--- src/design/uart_baud_divisor_macros.svh ---
// Assertion macros for the uart_baud_divisor block.
// Included by uart_baud_divisor.sv; no other dependencies.
`ifndef UART_BAUD_DIVISOR_MACROS_SVH
`define UART_BAUD_DIVISOR_MACROS_SVH

// Concurrent check sampled on the rising clock, disabled during reset.
`define UBD_ASSERT(lbl, clk, rst_n, prop, msg) \
    lbl: assert property (@(posedge clk) disable iff (!rst_n) prop) else $error(msg);

// Same check on the block's own i_clk and i_rst_n.
`define UBD_CHECK(lbl, prop, msg) \
    `UBD_ASSERT(lbl, i_clk, i_rst_n, prop, msg)

`endif

--- src/design/ubd_pkg.sv ---
// Package for the uart_baud_divisor block: types and constants.
// No dependencies.
package ubd_pkg;

    localparam int NUM_W  = 37;   // clock_hz * 25
    localparam int DEN_W  = 34;   // (2 or 4) * baud
    localparam int Q_W    = 37;   // quotient div100
    localparam int X_W    = 19;   // div100 below the overflow bound
    localparam int MANT_W = 13;

    // div100 at or above this bound always gives a word over 16 bits
    localparam logic [Q_W-1:0] DIV100_LIMIT = Q_W'(409600);
    // reciprocal of 100 scaled by 2^24 (rounded down), and of 100 scaled by 2^12
    localparam logic [17:0] RECIP_100_24 = 18'd167772;
    localparam logic [5:0]  RECIP_100_12 = 6'd41;
    localparam logic [15:0] WORD_MAX     = 16'hFFFF;

    // Data carried from cell to cell in the divider chain
    typedef struct packed {
        logic [DEN_W-1:0] rem;
        logic [NUM_W-1:0] num;
        logic [Q_W-1:0]   quo;
        logic [DEN_W-1:0] den;
        logic             over8;
        logic             zero;
    } t_cell_data;

endpackage

--- src/design/ubd_post.sv ---
// Splits div100 into mantissa and rounded fraction, forms the word.
// Two registered stages. Depends on ubd_pkg.
module ubd_post
    import ubd_pkg::*;
(
    input  logic             i_clk,
    input  logic             i_rst_n,
    input  logic             i_en,
    input  logic             i_valid,
    input  logic [Q_W-1:0]   i_quo,
    input  logic             i_over8,
    input  logic             i_zero,
    output logic             o_valid,
    output logic [15:0]      o_word,
    output logic             o_error
);
    logic              r_valid1, r_valid2;
    logic [MANT_W-1:0] r_mant;
    logic [X_W-1:0]    r_x;
    logic              r_over8, r_err1;
    logic [15:0]       r_word;
    logic              r_err2;

    logic [X_W+17:0]   prod;
    logic [X_W-1:0]    rem_full;
    logic [MANT_W-1:0] mant;
    logic [6:0]        rem;
    logic [10:0]       scaled;
    logic [16:0]       fprod;
    logic [4:0]        frac;
    logic [16:0]       word;

    // stage 1: mantissa estimate by reciprocal multiply, at most one low
    assign prod = {18'd0, i_quo[X_W-1:0]} * {{X_W{1'b0}}, RECIP_100_24};

    // stage 2: correct estimate, round fraction, assemble word
    always_comb begin
        rem_full = r_x - X_W'({r_mant, 6'd0} + {r_mant, 5'd0} + {r_mant, 2'd0});
        mant     = r_mant;
        if (rem_full >= X_W'(100)) begin
            mant     = r_mant + 1'b1;
            rem_full = rem_full - X_W'(100);
        end
        rem    = rem_full[6:0];
        scaled = r_over8 ? ({1'b0, rem, 3'd0} + 11'd50) : ({rem, 4'd0} + 11'd50);
        fprod  = {6'd0, scaled} * {11'd0, RECIP_100_12};
        frac   = fprod[16:12];
        // 8x mode: a rounding carry skips bit 3 and lands in the mantissa
        word   = {mant, 4'd0} + (r_over8 ? {12'd0, frac[3], 1'b0, frac[2:0]}
                                         : {12'd0, frac});
    end

    always_ff @(posedge i_clk) begin
        if (!i_rst_n) begin
            r_valid1 <= 1'b0;
            r_valid2 <= 1'b0;
        end else if (i_en) begin
            r_valid1 <= i_valid;
            r_valid2 <= r_valid1;
        end
    end

    always_ff @(posedge i_clk) begin
        if (i_en) begin
            r_mant  <= prod[X_W+17:24];
            r_x     <= i_quo[X_W-1:0];
            r_over8 <= i_over8;
            r_err1  <= i_zero || (i_quo >= DIV100_LIMIT);
            r_err2  <= r_err1 || word[16];
            r_word  <= (r_err1 || word[16]) ? WORD_MAX : word[15:0];
        end
    end

    assign o_valid = r_valid2;
    assign o_word  = r_word;
    assign o_error = r_err2;
endmodule

--- config.mk ---
export PLATFORM = sky130hd
export DESIGN_NAME = ubd_post
export DESIGN_NICKNAME = d
export VERILOG_FILES = /design/src/design/uart_baud_divisor_macros.svh /design/src/design/ubd_pkg.sv /design/src/design/ubd_post.sv
export SDC_FILE = /design/constraint.sdc
export NUM_CORES = 1
export LEC_CHECK = 0
export ABC_AREA = 0
export BUFFER_PORTS_ARGS = -buffer_cell sky130_fd_sc_hd__buf_2
export CORE_ASPECT_RATIO = 1.25
export CORE_MARGIN = 2
export CORE_UTILIZATION = 45
export DETAILED_ROUTE_END_ITERATION = 8
export PLACE_DENSITY = 0.67
export SLEW_MARGIN = 20
export SYNTH_ARGS = -nofsm -noshare
export SYNTH_HDL_FRONTEND = slang
export SYNTH_SLANG_ARGS = --single-unit
--- constraint.sdc ---
create_clock -name i_clk -period 11.51 [get_ports i_clk]
set_input_delay 2.302 -clock i_clk [delete_from_list [all_inputs] [get_ports i_clk]]
set_output_delay 2.302 -clock i_clk [all_outputs]
set_load 0.01 [all_outputs]
==> qor.yml <==
status:
  status: "finished clean"
cts:
  cts_resized: 0
  post_cts_buffers: 0
  cts.sinks: 53
  cts.clk_slew.worst_paths_ns: 0.08
  clk_path_buf_depth: 2
  clkLatencyLatePin_ns: 0.30
  cts-buffers-inserted: 5
  cts_root_buf: "clkbuf_16"
  postCtsHoldBufs: 0
  cts_tree: "done"
  htreeDepth: 2
sta:
  slew_viol_final: 0
  setup-violations-final: 0
  setup_tns_ns: 0
  finalCritPeriodShare_pct: 91.6
  worstMarginPinSlew_ns: 0.874
  rsz0062_at_grt: "false"
  hold_violations: 0
  slew_headroom_pct: 41.5
  fin_worst_skew_ns: 0.0108
  fmax_ghz: 0.0949
  min_period_ns: 10.54
placed_design:
  place_congestion: 0.919
  hpwl_microns: 20200
  io_buffers: 60
  place_inst: 1447
synthesis:
  seq_area_frac_synth_pct: 14.5
  ys_warn_count: 0
  syn_area_per_cell_sq_um: 10.1
  synth.distinct_cells: 75
  syn_area_sq_um: 10800
  ys_ff_latch: 53
  synth_cells: 1075
  synth-main-ff-cell: "edfxtp_1"
  synth-edff-count: 51
  synth_nets: 1494
  async_flop_share_pct: 0
run:
  maxCapViolCount: 0
global_route:
  grt_pass1_vias: 7872
  grt_max_degree: 54
  grt-ovfl-total: 0
  grt_pass1_wl_microns: 39500
  grtUsageTotal_pct: 19.8
  antenna_found_initial: 0
setup_path:
  cpMaxStageDelayCell: "or4_1"
  crit_path_start_kind: "register"
  path_delay_family: "adder cells"
  crit_fanout: 17
  arrival_ns: 10.57
  crit_buf_inv: 3
  crit_top_cell: "ha_1"
  cp-end-kind: "register"
  max_stage_delay_ns: 0.74
  worst-setup-path-type: "reg -> reg"
  worstPathRequired_ns: 11.54
detailed_routing:
  viasPerCell: 5.28
  vias: 7688
  drcViolationCount: 0
  ant_nets: 0
  drt-wirelength-per-cell_microns: 16.2
  routed_wl_microns: 23600
  drt_pass1_iterations: 5
  drt-initial-drc-count: 399
floorplan:
  fp.dieArea_sq_um: 25400
  start_util_pct: 45.7
  core_area_sq_um: 23700
  die_x_microns: 143
  ios: 61
  die_h_microns: 178
  num_rows: 63
layout:
  mostFrequentLayoutCell: "ha_1"
  syn2layout_area_growth_pct: 7.37
  layout_common_cells: "ha_1 (230), inv_1 (214), fa_1 (146)"
  fin_nets: 1548
  final_cells: 1455
  drive_above_1_share_pct: 7.79
  antenna_cells: 0
worst_hold_path:
  worstHoldPathType: "reg -> reg"
path summary, 6_finish.rpt:
kind	slack (ns)	to	cells past startpoint	startpoint
setup / recovery	0.97	o_word[3]$_SDFFCE_PP1P_	37	r_mant[0]$_DFFE_PP_
hold / removal	0.53	o_valid$_SDFFE_PN0P_	2	o_valid$_SDFFE_PN0P_
setup reg to reg	0.97	o_word[3]$_SDFFCE_PP1P_	37	r_mant[0]$_DFFE_PP_
hold reg to reg	0.53	o_valid$_SDFFE_PN0P_	2	o_valid$_SDFFE_PN0P_
per-layer routing:
metal | part of all wire [%] | up-vias | track usage [%]
met5 | 0 | - | 0
met4 | 1.5 | 0 | 4.25
met3 | 2.0 | 24 | 1.43
met2 | 53 | 123 | 36.6
met1 | 43 | 3801 | 25.2
li1 | - | 3740 | -
final cells by class:
type                    count  area, sq um
repair buffers             61          308
clock inverters             3         25.0
fillers                  2215        12100
well taps                 325          407
clock buffers               5          125
flip-flops and latches     53         1570
inverters                 216          811
multi-input cells         792         8400
cell usage after synthesis, types with 7 or more instances:
cell type  number  share of area, %
a21o_1         11              0.76
xnor2_1        37               3.0
edfxtp_1       51                14
nor2_1         47               1.6
o21ai_0        21              0.97
nand2_1        55               1.9
o21a_1          8              0.55
nand4_1        15              0.87
a21oi_1        37               1.7
o211ai_1        8              0.55
nor3_1         25               1.2
and3_1          7              0.40
clkbuf_1        8              0.28
nor4_1          7              0.40
ha_1          230                27
xor2_1          7              0.57
a31oi_1        11              0.63
nand3_1        21              0.97
fa_1          146                27
inv_1         214               7.4
nand2b_1        7              0.40
tightest hold or removal path, stage by stage, from the launching register on:
cell,delay [ns]
dfxtp_1,0.33
mux2i_1,0.07
nor2b_1,0.10
state kept, by name, indices dropped and copies added (netlist names):
register  count
r_x          19
r_over8       1
o_valid       1
o_word       16
r_mant       13
o_error       1
r_err1        1
r_valid1      1
per-stage QoR:
stage	instance area [sq um]	setup slack [ns]	util (%)	hold WS, ns
6_report	11600	0.971	49.1	0.529
3_3_place_gp	11500	1.26	48.4	0.497
3_5_place_dp	11500	1.01	48.4	0.515
4_1_cts	11600	0.990	49.1	0.537
2_1_floorplan	10800	2.11	-	0.482
5_1_grt	11600	0.271	49.1	0.561
logic make-up (layout without fill, tap and decap cells):
group	Yosys count	count (layout)	synth area share (%)
AO/OA/AOI/OAI	145	145	9.18
XOR/XNOR	46	46	3.91
adder cells (fa/ha/maj)	377	377	53.6
buffers and inverters	230	285	8.08
flip-flops	53	53	14.5
multiplexers	8	8	0.761
AND/OR/NAND/NOR	216	216	10.0
Power is left out: the tool's default activity adds up to more than one toggle a clock period on the data nets, which glitch-free logic cannot reach.
