[src/design/uart_baud_divisor_macros.svh]
// Assertion macros for the uart_baud_divisor block.
// Included by uart_baud_divisor.sv; no other dependencies.
`ifndef UART_BAUD_DIVISOR_MACROS_SVH
`define UART_BAUD_DIVISOR_MACROS_SVH

// Concurrent check sampled on the rising clock, disabled during reset.
`define UBD_ASSERT(lbl, clk, rst_n, prop, msg) \
    lbl: assert property (@(posedge clk) disable iff (!rst_n) prop) else $error(msg);

// Same check on the block's own i_clk and i_rst_n.
`define UBD_CHECK(lbl, prop, msg) \
    `UBD_ASSERT(lbl, i_clk, i_rst_n, prop, msg)

`endif

[src/design/ubd_pkg.sv]
// Package for the uart_baud_divisor block: types and constants.
// No dependencies.
package ubd_pkg;

    localparam int NUM_W  = 37;   // clock_hz * 25
    localparam int DEN_W  = 34;   // (2 or 4) * baud
    localparam int Q_W    = 37;   // quotient div100
    localparam int X_W    = 19;   // div100 below the overflow bound
    localparam int MANT_W = 13;

    // div100 at or above this bound always gives a word over 16 bits
    localparam logic [Q_W-1:0] DIV100_LIMIT = Q_W'(409600);
    // reciprocal of 100 scaled by 2^24 (rounded down), and of 100 scaled by 2^12
    localparam logic [17:0] RECIP_100_24 = 18'd167772;
    localparam logic [5:0]  RECIP_100_12 = 6'd41;
    localparam logic [15:0] WORD_MAX     = 16'hFFFF;

    // Data carried from cell to cell in the divider chain
    typedef struct packed {
        logic [DEN_W-1:0] rem;
        logic [NUM_W-1:0] num;
        logic [Q_W-1:0]   quo;
        logic [DEN_W-1:0] den;
        logic             over8;
        logic             zero;
    } t_cell_data;

endpackage

[src/design/ubd_cell.sv]
// One restoring-division cell: produces one quotient bit per item.
// Depends on ubd_pkg.
module ubd_cell
    import ubd_pkg::*;
(
    input  logic       i_clk,
    input  logic       i_rst_n,
    input  logic       i_en,
    input  logic       i_valid,
    input  t_cell_data i_data,
    output logic       o_valid,
    output t_cell_data o_data
);
    logic       r_valid;
    t_cell_data r_data;
    t_cell_data n_data;
    logic [DEN_W:0] shifted;
    logic           ge;

    // shift in next dividend bit, subtract divisor if it fits
    always_comb begin
        shifted = {i_data.rem, i_data.num[NUM_W-1]};
        ge      = (shifted >= {1'b0, i_data.den});
        n_data  = i_data;
        n_data.num = {i_data.num[NUM_W-2:0], 1'b0};
        n_data.quo = {i_data.quo[Q_W-2:0], ge};
        if (ge) begin
            n_data.rem = DEN_W'(shifted - {1'b0, i_data.den});
        end else begin
            n_data.rem = shifted[DEN_W-1:0];
        end
    end

    always_ff @(posedge i_clk) begin
        if (!i_rst_n) begin
            r_valid <= 1'b0;
        end else if (i_en) begin
            r_valid <= i_valid;
        end
    end

    always_ff @(posedge i_clk) begin
        if (i_en) begin
            r_data <= n_data;
        end
    end

    assign o_valid = r_valid;
    assign o_data  = r_data;
endmodule

[config.mk]
export PLATFORM = sky130hd
export DESIGN_NAME = ubd_cell
export DESIGN_NICKNAME = d
export VERILOG_FILES = /design/src/design/uart_baud_divisor_macros.svh /design/src/design/ubd_pkg.sv /design/src/design/ubd_cell.sv
export SDC_FILE = /design/constraint.sdc
export NUM_CORES = 1
export LEC_CHECK = 0
export ABC_CLOCK_PERIOD_IN_PS = 3700
export BUFFER_PORTS_ARGS = -buffer_cell sky130_fd_sc_hd__buf_2
export CAP_MARGIN = 20
export CORE_UTILIZATION = 49
export CTS_BUF_LIST = sky130_fd_sc_hd__clkbuf_4 sky130_fd_sc_hd__clkbuf_8
export DETAILED_ROUTE_END_ITERATION = 6
export PLACE_DENSITY_LB_ADDON = 0.05
export SKIP_CTS_REPAIR_TIMING = 1
export SLEW_MARGIN = 20
export SYNTH_ARGS = -nofsm -noshare
export SYNTH_HDL_FRONTEND = slang
export SYNTH_SLANG_ARGS = --single-unit
[constraint.sdc]
create_clock -name i_clk -period 3.7 [get_ports i_clk]
set_clock_uncertainty 0.2 [all_clocks]
set_input_delay 0.37 -clock i_clk [delete_from_list [all_inputs] [get_ports i_clk]]
set_output_delay 0.37 -clock i_clk [all_outputs]
set_load 0.02 [all_outputs]
==> results of run 1 <==
-- flip-flops by register name, indices dropped and copies added, names as in the netlist --
signal / flops
o_valid: 1
o_data: 143
-- through the flow --
step	util (%)	hold slack, ns	total power, mW	cells	worst slack [ns]
floorplan	-	0.269	2.62	526	0.708
global placement	62.8	0.298	2.94	979	0.263
detailed placement	62.8	0.336	2.96	979	0.216
CTS	65.9	-0.139	4.28	1009	0.675
global route	74.2	0.00390	4.53	1119	0.0228
finish	74.2	0.0135	4.35	1119	0.183
-- cell type report --
class	instances	area, sq um	area share [%]
Tap cell	176	220	2.23
Inverter	43	161	1.64
Clock buffer	17	234	2.37
Timing Repair Buffer	403	2590	26.3
Multi-Input combinational cell	323	2160	21.9
Sequential cell	144	4310	43.7
Clock inverter	13	186	1.89
-- worst paths after layout --
kind	from	to	slack [ns]	cells after the start
min	i_data[129]	o_data[130]$_DFFE_PP_	0.01	3
min reg2reg	o_valid$_SDFFE_PN0P_	o_valid$_SDFFE_PN0P_	0.34	2
max reg2reg	o_valid$_SDFFE_PN0P_	o_valid$_SDFFE_PN0P_	2.89	2
max	i_data[6]	o_data[116]$_DFFE_PP_	0.18	12
-- cells by family (layout without fill, tap and decap cells) --
kind of cell	count (synthesis)	in the layout	share of synthesized area [%]
AND/OR/NAND/NOR	118	118	8.26
XOR/XNOR	30	30	3.91
buffers and inverters	59	476	3.72
AO/OA/AOI/OAI	137	137	12.9
multiplexers	2	2	0.316
other	1	1	0.0558
flip-flops	144	144	64.2
adder cells (fa/ha/maj)	35	35	6.63
-- tightest hold or removal path, stage by stage --
cell and delay, ns:
sky130_fd_sc_hd__buf_2 0.09, sky130_fd_sc_hd__nand2_1 0.04, sky130_fd_sc_hd__o21ai_0 0.06
-- metal layers --
layer	track usage (%)	up-vias
li1	-	2751
met4	6.49	0
met5	0	-
met3	6.27	26
met1	27.3	2644
met2	40.5	210
-- cells in the mapped netlist (4+ instances only) --
cell type	number
sky130_fd_sc_hd__a21o_1	16
sky130_fd_sc_hd__a21oi_1	32
sky130_fd_sc_hd__a31oi_1	4
sky130_fd_sc_hd__and2_1	4
sky130_fd_sc_hd__and3_1	7
sky130_fd_sc_hd__buf_2	5
sky130_fd_sc_hd__buf_4	4
sky130_fd_sc_hd__clkbuf_1	5
sky130_fd_sc_hd__edfxtp_1	143
sky130_fd_sc_hd__ha_1	34
sky130_fd_sc_hd__inv_1	42
sky130_fd_sc_hd__nand2_1	56
sky130_fd_sc_hd__nand2b_1	5
sky130_fd_sc_hd__nand3_1	4
sky130_fd_sc_hd__nand4_1	8
sky130_fd_sc_hd__nor2_1	18
sky130_fd_sc_hd__nor2b_1	4
sky130_fd_sc_hd__nor3_1	4
sky130_fd_sc_hd__nor4_1	4
sky130_fd_sc_hd__o21a_1	4
sky130_fd_sc_hd__o21ai_0	48
sky130_fd_sc_hd__o21bai_1	7
sky130_fd_sc_hd__xnor2_1	12
sky130_fd_sc_hd__xor2_1	18
-- where the power goes --
group	switching [mW]	total, mW	internal (mW)
clock network	0.594	1.32	0.730
registers	0.0386	2.02	1.98
logic	0.599	1.00	0.405
total	1.23	4.35	3.12
==> impl_metrics.toml, run 1 <==
[die]
ioPinCount = 293
die-area_sq_um = 14200
coreArea_sq_um = 13300
floorplan.initialDensity_pct = 50.6
die_h_um = 119
placement_rows = 42
floorplan.die.width_um = 119

[cells_and_area]
final_net_count = 1115
final_layout_size_suffix_gt1_share_pct = 35.2
fin_area_sq_um = 9870
most-common-layout-cells = "sky130_fd_sc_hd__buf_2, sky130_fd_sc_hd__edfxtp_1, sky130_fd_sc_hd__dlygate4sd3_1, sky130_fd_sc_hd__nand2_1, sky130_fd_sc_hd__o21ai_0"
antenna-diode-count = 0
layout_commonest_cell = "sky130_fd_sc_hd__buf_2"
syn_to_final_growth_pct = 46.8
fillers = 909

[routing]
routed-wl-met3_mm = 1.04
avgRoutedWirePerCell_um = 16.0
detail_route.drc_violations = 0
ant_nets = 0
via_count = 5631
drt_wl_total_mm = 17.9
route.top_layer_used = "met4"
dr_wl_met2_mm = 9.54
drt-met1-wl_mm = 7.06
via_per_inst = 5.03
drt_pass1_iterations = 4
initialDrtViolationCount = 299

[power]
highest_ir_drop_seen_on_vdd_v = 0.000253
power_density_nw_per_um2 = 441
leakage_nw = 4.37

[worst_setup_path]
crit_fanout = 27
worst_path_most_repeated_cell = "sky130_fd_sc_hd__o21ai_0"
cp_data_arrival_time_ns = 3.49
critPathKind = "primary input to flop"
path_cells = "dlygate4sd3_1 -> buf_2 -> inv_1 -> ha_1 -> a21o_1 -> or3_1 -> o21ai_2 -> o21ai_0 -> a32oi_1 -> and2_4 -> buf_4 -> o21ai_0"
setup.worst_path.start_class = "primary input"
crit_buf_inv = 4
timing.critical_path.to_type = "flop"
crit_path_top_delay_cell = "sky130_fd_sc_hd__dlygate4sd3_1"
worst_path_dominant_cell_family = "compound AO/OA/AOI/OAI gates"
critical_path.max_stage_delay_ns = 0.54
worstPathRequired_ns = 3.68

[job]
cap_viol_max_count = 0

[logic_synthesis]
yosys.area.top_type_share_pct = 63.9
synth_largest_area_cell = "sky130_fd_sc_hd__edfxtp_1"
syn-mean-instance-area_sq_um = 12.8
synth_seq_area_share_pct = 64.2
synth.area.top_cells = "sky130_fd_sc_hd__edfxtp_1, sky130_fd_sc_hd__ha_1, sky130_fd_sc_hd__o21ai_0, sky130_fd_sc_hd__nand2_1, sky130_fd_sc_hd__a21oi_1"
synthesis.nets = 709
syn-cell-area_sq_um = 6720
number_of_enable_type_register_cells_in_the_synthesized_netlist = 143
postSynth.asyncResetShare_pct = 0
synth-main-ff-cell = "sky130_fd_sc_hd__edfxtp_1"
yosys_warnings = 0
ys_seq_elements = 144
number_of_cells_produced_by_synthesis = 526
ys_types = 56

[clock_tree]
numCtsBuffers = 17
cts.sink_count = 144
path_clk_slew_ns = 0.08
tritoncts = "done"
insertion_delay_ns = 0.44
clock-root-buffer = "sky130_fd_sc_hd__clkbuf_8"
clock_path_buffers = 2
h-tree-depth = 4

[global_routing]
overflow = 0
grt_first_pass_wirelength_mm = 24.9
antenna_found_initial = 0
groute.usage.overall_pct = 22.9
grt_start_max_net_pins = 75
grt_pass1_vias = 4911

[placement]
port-buffer-count = 290
post_dp_cell_area_sq_um = 8350
globalplace.congestion = 0.825
dp.final_hpwl_mm = 12.6

[timing]
grt_setup_unrepaired = "no"
finalHoldViolCount = 0
timing.final.crit_share_pct = 95.0
finalMaxSlewViolations = 0
max_slew_margin_pct = 53.2
timing.setup.tns_ns = 0
finalWorstPathRequiredPeriod_ns = 3.52
setup_viol = 0
worstMarginPinSlew_ns = 0.701
achievable-frequency_mhz = 284

[outcome]
run_status = "completed"

[hold_path]
hold_path.class = "primary input to flop"
(Power assumes the default switching activity.)
==> inputs of run 2 (changes only) <==
ABC_CLOCK_PERIOD_IN_PS = 3900   (was 3700)
CORE_UTILIZATION = 30   (was 49)
clock period = 3.9 ns   (was 3.7 ns; I/O delays follow)
==> run 2 against run 1 <==
Register-to-register slack worse by 0.34 ns; sequential power shrank 5%; cell area is 1.3% higher; critical path depth up 1; utilization is 29 points lower; worst hold slack better by 0.0083 ns; non-clock buffer count increased by 3; via count is 1.7% lower; routed wire length increased by 6.6%; critical path type unchanged; largest power group unchanged; highest routed layer is now met5.
==> impl_metrics.toml, run 2 (synthesis gave the netlist of run 1 again) <==
[placement]
post_dp_cell_area_sq_um = 8500
globalplace.congestion = 0.738
pre_cts_slack_ns = 0.263
port-buffer-count = 290
dp_cells = 1086
dp.final_hpwl_mm = 14.2

[timing]
finalWorstSetupSlack_ns = 0.242
timing.setup.tns_ns = 0
achievable-frequency_mhz = 273
max_slew_margin_pct = 56.7
holdWs_ns = 0.0218
finalWorstPathRequiredPeriod_ns = 3.66
timing.final.crit_share_pct = 93.8
finalMaxSlewViolations = 0
worstMarginPinSlew_ns = 0.649
finalHoldViolCount = 0
setup_viol = 0
grt_setup_unrepaired = "no"

[worst_setup_path]
reg2reg_to = "o_valid$_SDFFE_PN0P_"
reg2reg_from = "o_valid$_SDFFE_PN0P_"
worstPathRequired_ns = 3.92
timing.critical_path.to_type = "flop"
path_cells = "dlygate4sd3_1 -> buf_2 -> ha_1 -> inv_1 -> fa_1 -> a21o_1 -> a221oi_2 -> o21ai_1 -> a21oi_1 -> o21ai_0 -> a211oi_1 -> nor4b_2 -> a311o_1"
cp_data_arrival_time_ns = 3.68
crit_path_end = "o_data[142]$_DFFE_PP_"
worstRegToRegCells = 3
critical_path.max_stage_delay_ns = 0.54
crit_path_start = "i_data[2]"
critPathKind = "primary input to flop"
crit_path_top_delay_cell = "sky130_fd_sc_hd__dlygate4sd3_1"
setup.worst_path.start_class = "primary input"
reg2reg_setup_slack_ns = 2.55
crit_fanout = 4

[clock_tree]
tritoncts = "done"
numCtsBuffers = 17
path_clk_slew_ns = 0.10
insertion_delay_ns = 0.45
clock_path_buffers = 2
cts.sink_count = 144
h-tree-depth = 4
clock-root-buffer = "sky130_fd_sc_hd__clkbuf_8"

[die]
die_h_um = 152
floorplan.initialDensity_pct = 30.7
floorplan.die.width_um = 152
placement_rows = 54
coreArea_sq_um = 21900
die-area_sq_um = 23000
ioPinCount = 293

[cells_and_area]
most-common-layout-cells = "sky130_fd_sc_hd__buf_2, sky130_fd_sc_hd__edfxtp_1, sky130_fd_sc_hd__dlygate4sd3_1, sky130_fd_sc_hd__nand2_1, sky130_fd_sc_hd__o21ai_0"
fillers = 2103
finalNonFillerCells = 1231
layout_commonest_cell = "sky130_fd_sc_hd__buf_2"
final_util_pct = 45.7
fin_area_sq_um = 9990
syn_to_final_growth_pct = 48.7
final_layout_size_suffix_gt1_share_pct = 35.7
flip_flop_count_of_the_largest_register_all_copies_and_words_added = 143
final_net_count = 1118

[routing]
via_per_inst = 4.50
initialDrtViolationCount = 311
via_count = 5534
drt_pass1_iterations = 4
detail_route.drc_violations = 0
avgRoutedWirePerCell_um = 15.5
drt_wl_total_mm = 19.1
ant_nets = 0

[global_routing]
grt_start_max_net_pins = 69
grt_first_pass_wirelength_mm = 27.1
grt_pass1_vias = 5072
antenna_found_initial = 4
overflow = 0
groute.usage.overall_pct = 15.7

[power]
p_seq_share_pct = 47.2
totalPowerFinal_mw = 4.06
highest_ir_drop_seen_on_vdd_v = 0.000183
power_density_nw_per_um2 = 406
leakage_nw = 4.38
power_frac_clock_pct = 29.2
p_switching_mw = 1.30
power_report.internal_total_mw = 2.75
comb_power_share_pct = 23.6
switching_share_pct = 32.1

[job]
cap_viol_max_count = 0

[outcome]
run_status = "completed"

[hold_path]
hold_path.class = "primary input to flop"
## run 2: power by group through the flow
| stage | clock network (mW) | logic, mW | registers [mW] |
|---|---|---|---|
| after floorplan | 0 | 0.326 | 2.16 |
| after global placement | 0 | 0.873 | 1.95 |
| after detailed placement | 0 | 0.878 | 1.95 |
| after CTS | 1.24 | 0.882 | 1.92 |
| after global routing | 1.29 | 1.05 | 1.93 |
| final | 1.18 | 0.957 | 1.91 |
## run 2: worst min path at each step
| stage | start | end | slack, ns | cells after the start |
|---|---|---|---|---|
| after CTS | i_data[39] | o_data[40]$_DFFE_PP_ | -0.14 | 1 |
| after detailed placement | o_valid$_SDFFE_PN0P_ | o_valid$_SDFFE_PN0P_ | 0.31 | 2 |
| final | i_data[127] | o_data[128]$_DFFE_PP_ | 0.02 | 3 |
| after global placement | o_valid$_SDFFE_PN0P_ | o_valid$_SDFFE_PN0P_ | 0.30 | 2 |
| after floorplan | i_data[0] | o_data[0]$_DFFE_PP_ | 0.29 | 0 |
| after global routing | i_data[132] | o_data[133]$_DFFE_PP_ | 0.003 | 3 |
## run 2: per-layer routing
| metal | up-vias | global-route usage (%) | wire (um) |
|---|---|---|---|
| met4 | 2 | 5.40 | 251 |
| met3 | 19 | 5.03 | 1380 |
| met5 | - | 0 | 13 |
| met2 | 187 | 26.0 | 9180 |
| li1 | 2764 | - | - |
| met1 | 2562 | 19.2 | 8270 |
## run 2: final cells by class
type | instances | area (sq um) | area share (%)
Timing Repair Buffer | 406 | 2620 | 26.2
Clock buffer | 18 | 241 | 2.42
Clock inverter | 14 | 146 | 1.46
Sequential cell | 144 | 4310 | 43.2
Inverter | 43 | 161 | 1.61
Tap cell | 280 | 350 | 3.51
Antenna cell | 3 | 7.51 | 0.0751
Multi-Input combinational cell | 323 | 2160 | 21.6
## run 2: worst max-delay path, delay by kind of cell
family,cells,cell delay [ns]
compound gates,7,1.92
fa+ha+maj,2,0.56
buf+inv,3,0.72
simple gates,1,0.08
==> inputs of run 3 (changes only) <==
ABC_AREA = 1   (was unset)
==> run 3 against run 2 <==
Worst hold slack lost 0.014 ns; via count rose by 16%; cell area rose by 7.8%; synthesized cell count grew 50%; final cell count increased by 25%; register-to-register slack got worse by 0.07 ns; die area grew 11%; global-route usage grew 1.9 points; largest power group unchanged; routed wire length grew 21%; combinational power rose by 9.7%; fmax rose by 21%.
==> impl_metrics.toml, run 3 <==
[logic_synthesis]
yosys_warnings = 0
ys_seq_elements = 144
synth_seq_area_share_pct = 57.5
synth-main-ff-cell = "sky130_fd_sc_hd__edfxtp_1"
most_numerous_cell_in_the_yosys_netlist = "sky130_fd_sc_hd__nand2_1"
ys_types = 33
ys_top_cells_by_count = "sky130_fd_sc_hd__nand2_1, sky130_fd_sc_hd__edfxtp_1, sky130_fd_sc_hd__inv_1"
yosys.area.top_type_share_pct = 57.3
synth_largest_area_cell = "sky130_fd_sc_hd__edfxtp_1"
number_of_enable_type_register_cells_in_the_synthesized_netlist = 143
syn-mean-instance-area_sq_um = 9.49
syn-cell-area_sq_um = 7500
postSynth.asyncResetShare_pct = 0
synth.area.top_cells = "sky130_fd_sc_hd__edfxtp_1, sky130_fd_sc_hd__nand2_1, sky130_fd_sc_hd__inv_1, sky130_fd_sc_hd__ha_1, sky130_fd_sc_hd__nand3_1"
synthesis.nets = 973
number_of_cells_produced_by_synthesis = 790

[clock_tree]
clock_path_buffers = 2
insertion_delay_ns = 0.45
clock-root-buffer = "sky130_fd_sc_hd__clkbuf_8"
tritoncts = "done"
cts.sink_count = 144
h-tree-depth = 4
numCtsBuffers = 17
path_clk_slew_ns = 0.11

[job]
cap_viol_max_count = 0

[power]
p_seq_share_pct = 46.3
comb_power_share_pct = 25.4
power_frac_clock_pct = 28.2
power_report.internal_total_mw = 2.73
switching_share_pct = 33.8
highest_ir_drop_seen_on_vdd_v = 0.000190
power_density_nw_per_um2 = 383
leakage_nw = 5.28
p_switching_mw = 1.40
totalPowerFinal_mw = 4.13

[worst_setup_path]
crit_path_top_delay_cell = "sky130_fd_sc_hd__dlygate4sd3_1"
critical_path.max_stage_delay_ns = 0.58
setup.worst_path.start_class = "primary input"
worst_path_most_repeated_cell = "sky130_fd_sc_hd__nand2_1"
reg2reg_to = "o_valid$_SDFFE_PN0P_"
reg2reg_from = "o_valid$_SDFFE_PN0P_"
critPathKind = "primary input to flop"
worstRegToRegCells = 3
cp_data_arrival_time_ns = 3.03
path_cells = "dlygate4sd3_1 -> buf_2 -> inv_1 -> ha_1 -> nand2_1 -> nor2_2 -> nand3_1 -> nor3_1 -> a21oi_2 -> nand2_8 -> inv_8 -> nand2_1 -> nand2_1"
reg2reg_setup_slack_ns = 2.48
worstPathRequired_ns = 3.92
crit_fanout = 37
timing.critical_path.to_type = "flop"

[cells_and_area]
area.sequential_sq_um = 4310
most-common-layout-cells = "sky130_fd_sc_hd__buf_2, sky130_fd_sc_hd__nand2_1, sky130_fd_sc_hd__edfxtp_1, sky130_fd_sc_hd__inv_1, sky130_fd_sc_hd__dlygate4sd3_1"
fillers = 2516
flip_flop_count_of_the_largest_register_all_copies_and_words_added = 143
final_layout_size_suffix_gt1_share_pct = 29.5
layout_commonest_cell = "sky130_fd_sc_hd__buf_2"
multi_input_area_sq_um = 2570
final_net_count = 1388
syn_to_final_growth_pct = 43.7

[timing]
finalHoldViolCount = 0
worstMarginPinSlew_ns = 0.851
grt_setup_unrepaired = "no"
timing.setup.tns_ns = 0
finalWorstPathRequiredPeriod_ns = 3.01
timing.final.crit_share_pct = 77.2
finalMaxSlewViolations = 0
achievable-frequency_mhz = 332
setup_viol = 0
max_slew_margin_pct = 43.3

[outcome]
run_status = "completed"

[global_routing]
grt_first_pass_wirelength_mm = 34.1
groute.usage.overall_pct = 17.6
grt_start_max_net_pins = 89
antenna_found_initial = 1
grt_pass1_vias = 6070
overflow = 0

[placement]
port-buffer-count = 290
dp.final_hpwl_mm = 17.4
globalplace.congestion = 0.826

[die]
floorplan.die.width_um = 160
die_h_um = 160
die-area_sq_um = 25600
floorplan.initialDensity_pct = 30.7
coreArea_sq_um = 24400
ioPinCount = 293
placement_rows = 57

[routing]
dr_wl_met2_mm = 11.0
ant_nets = 0
detail_route.drc_violations = 0
drt_pass1_iterations = 5
drt_wl_total_mm = 23.0
via_count = 6420
via_per_inst = 4.16
avgRoutedWirePerCell_um = 14.9
drt-met1-wl_mm = 10.5
route.top_layer_used = "met4"
routed-wl-met3_mm = 1.17
initialDrtViolationCount = 342

[hold_path]
hold_path.class = "primary input to flop"
hold_depth = 3
hold_end = "o_data[129]$_DFFE_PP_"
holdCritStartpoint = "i_data[128]"
-- run 3: cell count changes in the layout (fill, tap and decap cells not counted), moves of 16 or more --
cell	delta
sky130_fd_sc_hd__a21o_1	-16
sky130_fd_sc_hd__inv_1	+88
sky130_fd_sc_hd__nand2_1	+217
sky130_fd_sc_hd__nand2_2	+17
sky130_fd_sc_hd__nand3_1	+35
sky130_fd_sc_hd__nor2_1	+33
sky130_fd_sc_hd__o21ai_0	-36
-- run 3: how the worst max path moves through the flow --
| stage | start | to | slack [ns] |
|---|---|---|---|
| 6_report | i_data[17] | o_data[142]$_DFFE_PP_ | 0.89 |
| 5_1_grt | i_data[17] | o_data[142]$_DFFE_PP_ | 0.65 |
| 4_1_cts | i_data[17] | o_data[124]$_DFFE_PP_ | 1.45 |
| 3_5_place_dp | i_data[17] | o_data[142]$_DFFE_PP_ | 0.95 |
| 3_3_place_gp | i_data[17] | o_data[142]$_DFFE_PP_ | 0.97 |
| 2_1_floorplan | i_data[109] | o_data[130]$_DFFE_PP_ | 1.61 |
-- run 3: area by class of cell --
type | instances | area share (%)
sequential | 144 | 40.1
timing repair buffer | 404 | 24.2
multi-input combinational | 504 | 23.9
inverter | 134 | 4.74
tap | 324 | 3.76
clock buffer | 18 | 2.24
clock inverter | 14 | 1.10
antenna | 1 | 0.0232
-- run 3: kinds of logic after synthesis --
family	after synthesis	share of synthesized area, %
other	1	0.0500
DFF	144	57.5
and+or+nand+nor	407	23.2
adders and majority gates	35	5.94
xor gates and xnor gates	18	2.10
AOI/OAI and AO/OA	43	3.07
buffers and inverters	142	8.13
-- run 3: worst max-delay path: cells and delay by family --
family                   cells  cell delay, ns
AO/OA/AOI/OAI                1            0.13
AND/OR/NAND/NOR              7            1.23
adder cells (fa/ha/maj)      1            0.34
buffers and inverters        4            0.92
-- run 3: routing by layer --
layer / GRT usage, % / up-vias
met4: 5.89 / 0
met2: 29.9 / 195
met3: 3.61 / 20
li1: - / 3368
met5: 0 / -
met1: 22.3 / 2837
-- run 3: stage by stage --
stage               area, sq um  hold WS, ns  cells  worst slack, ns  utilization [%]
floorplan                  7500        0.283    790             1.61                -
global placement           9300        0.328   1399            0.975             38.1
detailed placement         9300        0.338   1399            0.951             38.1
CTS                        9660       -0.136   1431             1.45             39.6
global route              10800      0.00217   1542            0.648             44.1
finish                    10800      0.00782   1543            0.889             44.2
-- run 3: power by group through the flow --
stage | clock network (mW) | logic, mW | registers (mW)
floorplan | 0 | 0.398 | 2.15
global placement | 0 | 0.968 | 1.95
detailed placement | 0 | 0.971 | 1.95
CTS | 1.22 | 0.975 | 1.91
global route | 1.27 | 1.16 | 1.93
finish | 1.17 | 1.05 | 1.91
